===== src/hdl/lfa_pkg.sv =====
package lfa_pkg;

	localparam int ID_W    = 7;
	localparam int ID_SPAN = 128;
	localparam int REQ_W   = 3;
	localparam int STS_W   = 2;
	localparam int CNT_W   = 32;
	localparam int GRP     = 8;
	localparam int GRP_W   = 3;

	localparam logic [CNT_W-1:0] CNT_MAX = '1;

	typedef enum logic [REQ_W-1:0] {
		REQ_ALLOC    = 3'd0,
		REQ_RELEASE  = 3'd1,
		REQ_WATCH    = 3'd2,
		REQ_LIKE     = 3'd3,
		REQ_DISLIKE  = 3'd4,
		REQ_RD_LIKES = 3'd5,
		REQ_RD_VIEWS = 3'd6,
		REQ_NOP      = 3'd7
	} req_t;

	typedef enum logic [STS_W-1:0] {
		STS_OK        = 2'd0,
		STS_NOT_VALID = 2'd1,
		STS_FULL      = 2'd2
	} sts_code_t;

	// controller to datapath
	typedef struct packed {
		logic capture;
		logic look;
		logic exec;
	} lfa_cmd_t;

	// datapath to controller
	typedef struct packed {
		logic out_busy;
	} lfa_sts_t;

endpackage


===== src/hdl/lfa_ctrl.sv =====
module lfa_ctrl
	import lfa_pkg::*;
(
	input  logic     clk,
	input  logic     arst_n,
	input  logic     in_valid,
	output logic     in_ready,
	input  lfa_sts_t sts,
	output lfa_cmd_t cmd
);

	typedef enum logic [2:0] {
		ST_IDLE = 3'b001,
		ST_READ = 3'b010,
		ST_EXEC = 3'b100
	} state_t;

	state_t state_q, state_d;

	// next state and commands
	always_comb begin
		state_d     = state_q;
		in_ready    = 1'b0;
		cmd.capture = 1'b0;
		cmd.look    = 1'b0;
		cmd.exec    = 1'b0;
		case (state_q)
			ST_IDLE: begin
				in_ready = 1'b1;
				if (in_valid) begin
					cmd.capture = 1'b1;
					state_d     = ST_READ;
				end
			end
			ST_READ: begin
				cmd.look = 1'b1;
				state_d  = ST_EXEC;
			end
			ST_EXEC: begin
				if (!sts.out_busy) begin
					cmd.exec = 1'b1;
					state_d  = ST_IDLE;
				end
			end
			default: state_d = ST_IDLE;
		endcase
	end

	always_ff @(posedge clk or negedge arst_n) begin
		if (!arst_n) begin
			state_q <= ST_IDLE;
		end else begin
			state_q <= state_d;
		end
	end

endmodule


===== config.mk =====
export PLATFORM = sky130hd
export DESIGN_NAME = lfa_ctrl
export DESIGN_NICKNAME = d
export VERILOG_FILES = /design/src/hdl/lfa_pkg.sv /design/src/hdl/lfa_ctrl.sv
export SDC_FILE = /design/constraint.sdc
export NUM_CORES = 1
export LEC_CHECK = 0
export ABC_AREA = 0
export BUFFER_PORTS_ARGS = -buffer_cell sky130_fd_sc_hd__buf_4
export CORE_AREA = 5 5 42 44
export DETAILED_ROUTE_END_ITERATION = 8
export DIE_AREA = 0 0 47 49
export HOLD_SLACK_MARGIN = 0.02
export PLACE_DENSITY = 0.38
export SYNTH_ARGS = -nofsm -noshare
export SYNTH_HDL_FRONTEND = slang
export SYNTH_SLANG_ARGS = --single-unit

===== constraint.sdc =====
create_clock -name clk -period 1.4 [get_ports clk]
set_input_delay 0.14 -clock clk [delete_from_list [all_inputs] [get_ports clk]]
set_output_delay 0.14 -clock clk [all_outputs]
set_load 0.05 [all_outputs]

Word level (Yosys, flattened, before mapping)
Index checks and enable logic that the tools add are counted.
{"block": "word_totals", "ff_bits": 3, "latch_bits": 0, "ram_bits": 0, "rom_bits": 0, "word_cells": 16, "mem_count": 0}
{"block": "classes", "addsub": 0, "n_mul": 0, "div_mod_pow": 0, "magnitude_cmp": 0, "n_eq_ne": 5, "shift": 0, "muxes": 9, "n_bitwise": 0, "n_reduce_logical": 1}
{"cell": "3-bit one-hot mux with 3 select lines", "n": 1}
{"cell": "1-bit two-way mux", "n": 6}
{"cell": "3-bit two-way mux", "n": 2}
{"cell": "2-bit != test, second input constant", "n": 2}
{"cell": "3-bit by 1-bit equality test with 1-bit output, second input constant", "n": 1}
{"cell": "3-bit by 2-bit equality test with 1-bit output, second input constant", "n": 1}
{"cell": "3-bit equality test, second input constant", "n": 1}
{"cell": "2-bit AND reduction", "n": 1}

Depth between registers and ports, before layout
{"block": "depth", "depth_word": 3, "ltp_mapped": 2}

Least setup slack after synthesis
Ideal clock, no wire load.
{"block": "synth_timing", "kind": "register -> output", "from": "register state_q[1]", "to": "output cmd[0] in the netlist's numbering", "arrival_ns": 2.057, "t_required_ns": 1.260, "setup_slack_ns": -0.797, "path_stages_with_launch": 2, "path_buffers": 0, "cell_sequence": "dfrtp_1 -> nor4b_1"}
{"item": "start: declaration", "line": "lfa_ctrl.sv:18", "rtl": "state_t state_q, state_d;"}
{"item": "start signal: assignment", "line": "lfa_ctrl.sv:53", "rtl": "state_q <= state_d;"}
{"item": "end: declaration", "line": "lfa_ctrl.sv:9", "rtl": "output lfa_cmd_t cmd"}

==> metrics <==
Most flops, register state_q; num rows 14; Worst-Margin Slew between 0.2 and 0.25 ns; Cell Area, Synth between 150 and 200 um2; top cells by area, synth dfrtp_1 31%, dfstp_2 16%, and4bb_1 7.6%; cts bufs inserted 3; Vias/cell approximately 3.4; post-layout min period 1.38 ns; first-pass GRT wire length 696 um; VDD IR-drop max about 800 uV; RSZ-0062 raised after global routing true; # nets final 29; 1st-iter DRT viols 0; Syn-to-layout area delta 80.2%; H-tree levels 1; layout cell share with drive strength beyond 1 70.8%; most common cell after layout, fill and taps aside buf_4; detailed-route via count between 100 and 150; Max-Cap Viols 0; Fill cells roughly 150; final setup fails 0; Critical Path Start Type flip-flop; # port buffers 7; TritonCTS clock tree done; clk buf depth 2; vias in the first global route 166; DRC Markers 0; Avg Cell Area, Syn 13.7 um2; CP Buf/Inv Count 1; register area share after synthesis a little under half; worst hold-check path type input pin to flip-flop; LEAKAGE ~0.13 nW; Core Box Area 1400 um2; Critical Path Source state_q[0]$_DFFE_PN1P_; drt pass-1 iters 1; cell count after synthesis 12; antenna viol nets, final 0; number of I/O pins 8; max FFs per register 3; CP Data Required Time 1.26 ns; Ant. Diodes 0; clk_skew approximately 0.0012 ns; Die H 49 um; die width 47 um; GP Congestion 0.642; largest net degree at the start of global routing 7; synthesized flop and latch total 3; Final period util 98.3%; top cell type's share of synthesized area 30.5%; crit-path leading delay family flip-flops; Final Util about a fifth; root buffer cell clkbuf_4; endpoints failing hold 0; GRT Residual Overflow 0; Net Count, Synth 16; storage element area ~76 um2; arrival time at the worst endpoint 1.24 ns; initial antenna violation count 0; Yosys Warn Count 0; Tot GR Track Use 4.59%; Largest regs state_q x3; clk_lat worst skew about 0.23 ns; crit-path max cell delay 0.57 ns; fin cells 40; status finished clean; Hold Path Origin in_valid; Critical Path, Cell by Cell and4bb_2 -> buf_8; area leader, netlist dfrtp_1; Final Slew Violations 0; crit path capture type output port; drt total wl 393 um; number of distinct library cells after synthesis 11; starting density of the core 11.7%; Placed Cells 34; reg2reg start state_q[0]$_DFFE_PN1P_; die area 2300 um2; DR WL/cell 9.83 um; Pwr Density approximately 2300 nW/um2; multi-input logic area roughly 91 um2; CTS clk-pin slew, worst paths 0.03 ns; commonest cells after routing, fill and taps aside 6 x buf_4, 3 x clkbuf_4, 2 x nor3b_2, 2 x dfrtp_1; Worst Path Max Fanout 6; crit path kind flip-flop to output port; slew margin rel. about 84%; Fmax achieved 0.727 GHz; slowest library cell on the worst path dfstp_2; Clock Sinks 3
cell families (layout without fill, tap and decap cells):
| group | after synthesis | in the layout | synth area share (%) |
|---|---|---|---|
| simple gates | 8 | 8 | 48.9 |
| flops | 3 | 3 | 46.6 |
| buf+inv | 1 | 13 | 4.58 |
per-stage QoR:
stage	setup WS, ns	power [mW]	cell area (um2)	hold slack (ns)	setup TNS (ns)
global placement	0.242	0.476	240	-0.0717	0
CTS	0.00750	0.652	280	0.197	0
detailed placement	0.234	0.483	240	-0.0691	0
global route	-0.0310	0.736	295	0.192	-0.0412
finish	0.0236	0.682	295	0.202	0
floorplan	-0.119	0.404	175	-0.156	-0.119
layout make-up:
| cell class | instances | area share [%] |
|---|---|---|
| Tap cell | 16 | 6.78 |
| Multi-Input combinational cell | 8 | 30.9 |
| Sequential cell | 3 | 25.8 |
| Timing Repair Buffer | 9 | 27.5 |
| Clock buffer | 4 | 8.90 |
synthesized netlist by cell type:
master / count
dfstp_2: 1
nor3b_1: 1
nor3b_2: 1
nor3_2: 1
or2_1: 1
dfrtp_1: 2
nor4bb_1: 1
buf_4: 1
nor4b_1: 1
and4bb_1: 1
and4bb_2: 1
report_power, final:
group	switching [mW]	internal (mW)	leakage (nW)
logic	0.196	0.160	0.0779
registers	0.0494	0.128	0.0371
clock network	0.0418	0.107	0.0150
worst paths after layout:
check | cells past startpoint | endpoint | slack [ns]
hold / removal | 2 | state_q[1]$_DFFE_PN0P_ | 0.20
max in group asynchronous | 2 | state_q[0]$_DFFE_PN1P_ | 0.98
setup reg to reg | 2 | state_q[2]$_DFFE_PN0P_ | 0.28
hold reg to reg | 1 | state_q[1]$_DFFE_PN0P_ | 0.55
min in group asynchronous | 2 | state_q[2]$_DFFE_PN0P_ | 0.24
setup / recovery | 2 | cmd[2] | 0.02
timing repair:
item	4_1_cts	5_1_grt
setup buffers	0	1
setup endpoints to repair	1	3
hold buffers	1	0
cloned	0	0
gates resized for setup	1	2
pin swaps	0	1
endpoints found under the hold margin	3	0
routing by layer:
layer | vias up | GRT usage [%] | share of wire (%)
li1 | 71 | - | -
met1 | 58 | 5.75 | 49
met4 | 0 | 5.53 | 0
met5 | - | 0 | 0
met2 | 8 | 4.52 | 37
met3 | 0 | 2.58 | 14
(Power assumes the default switching activity.)
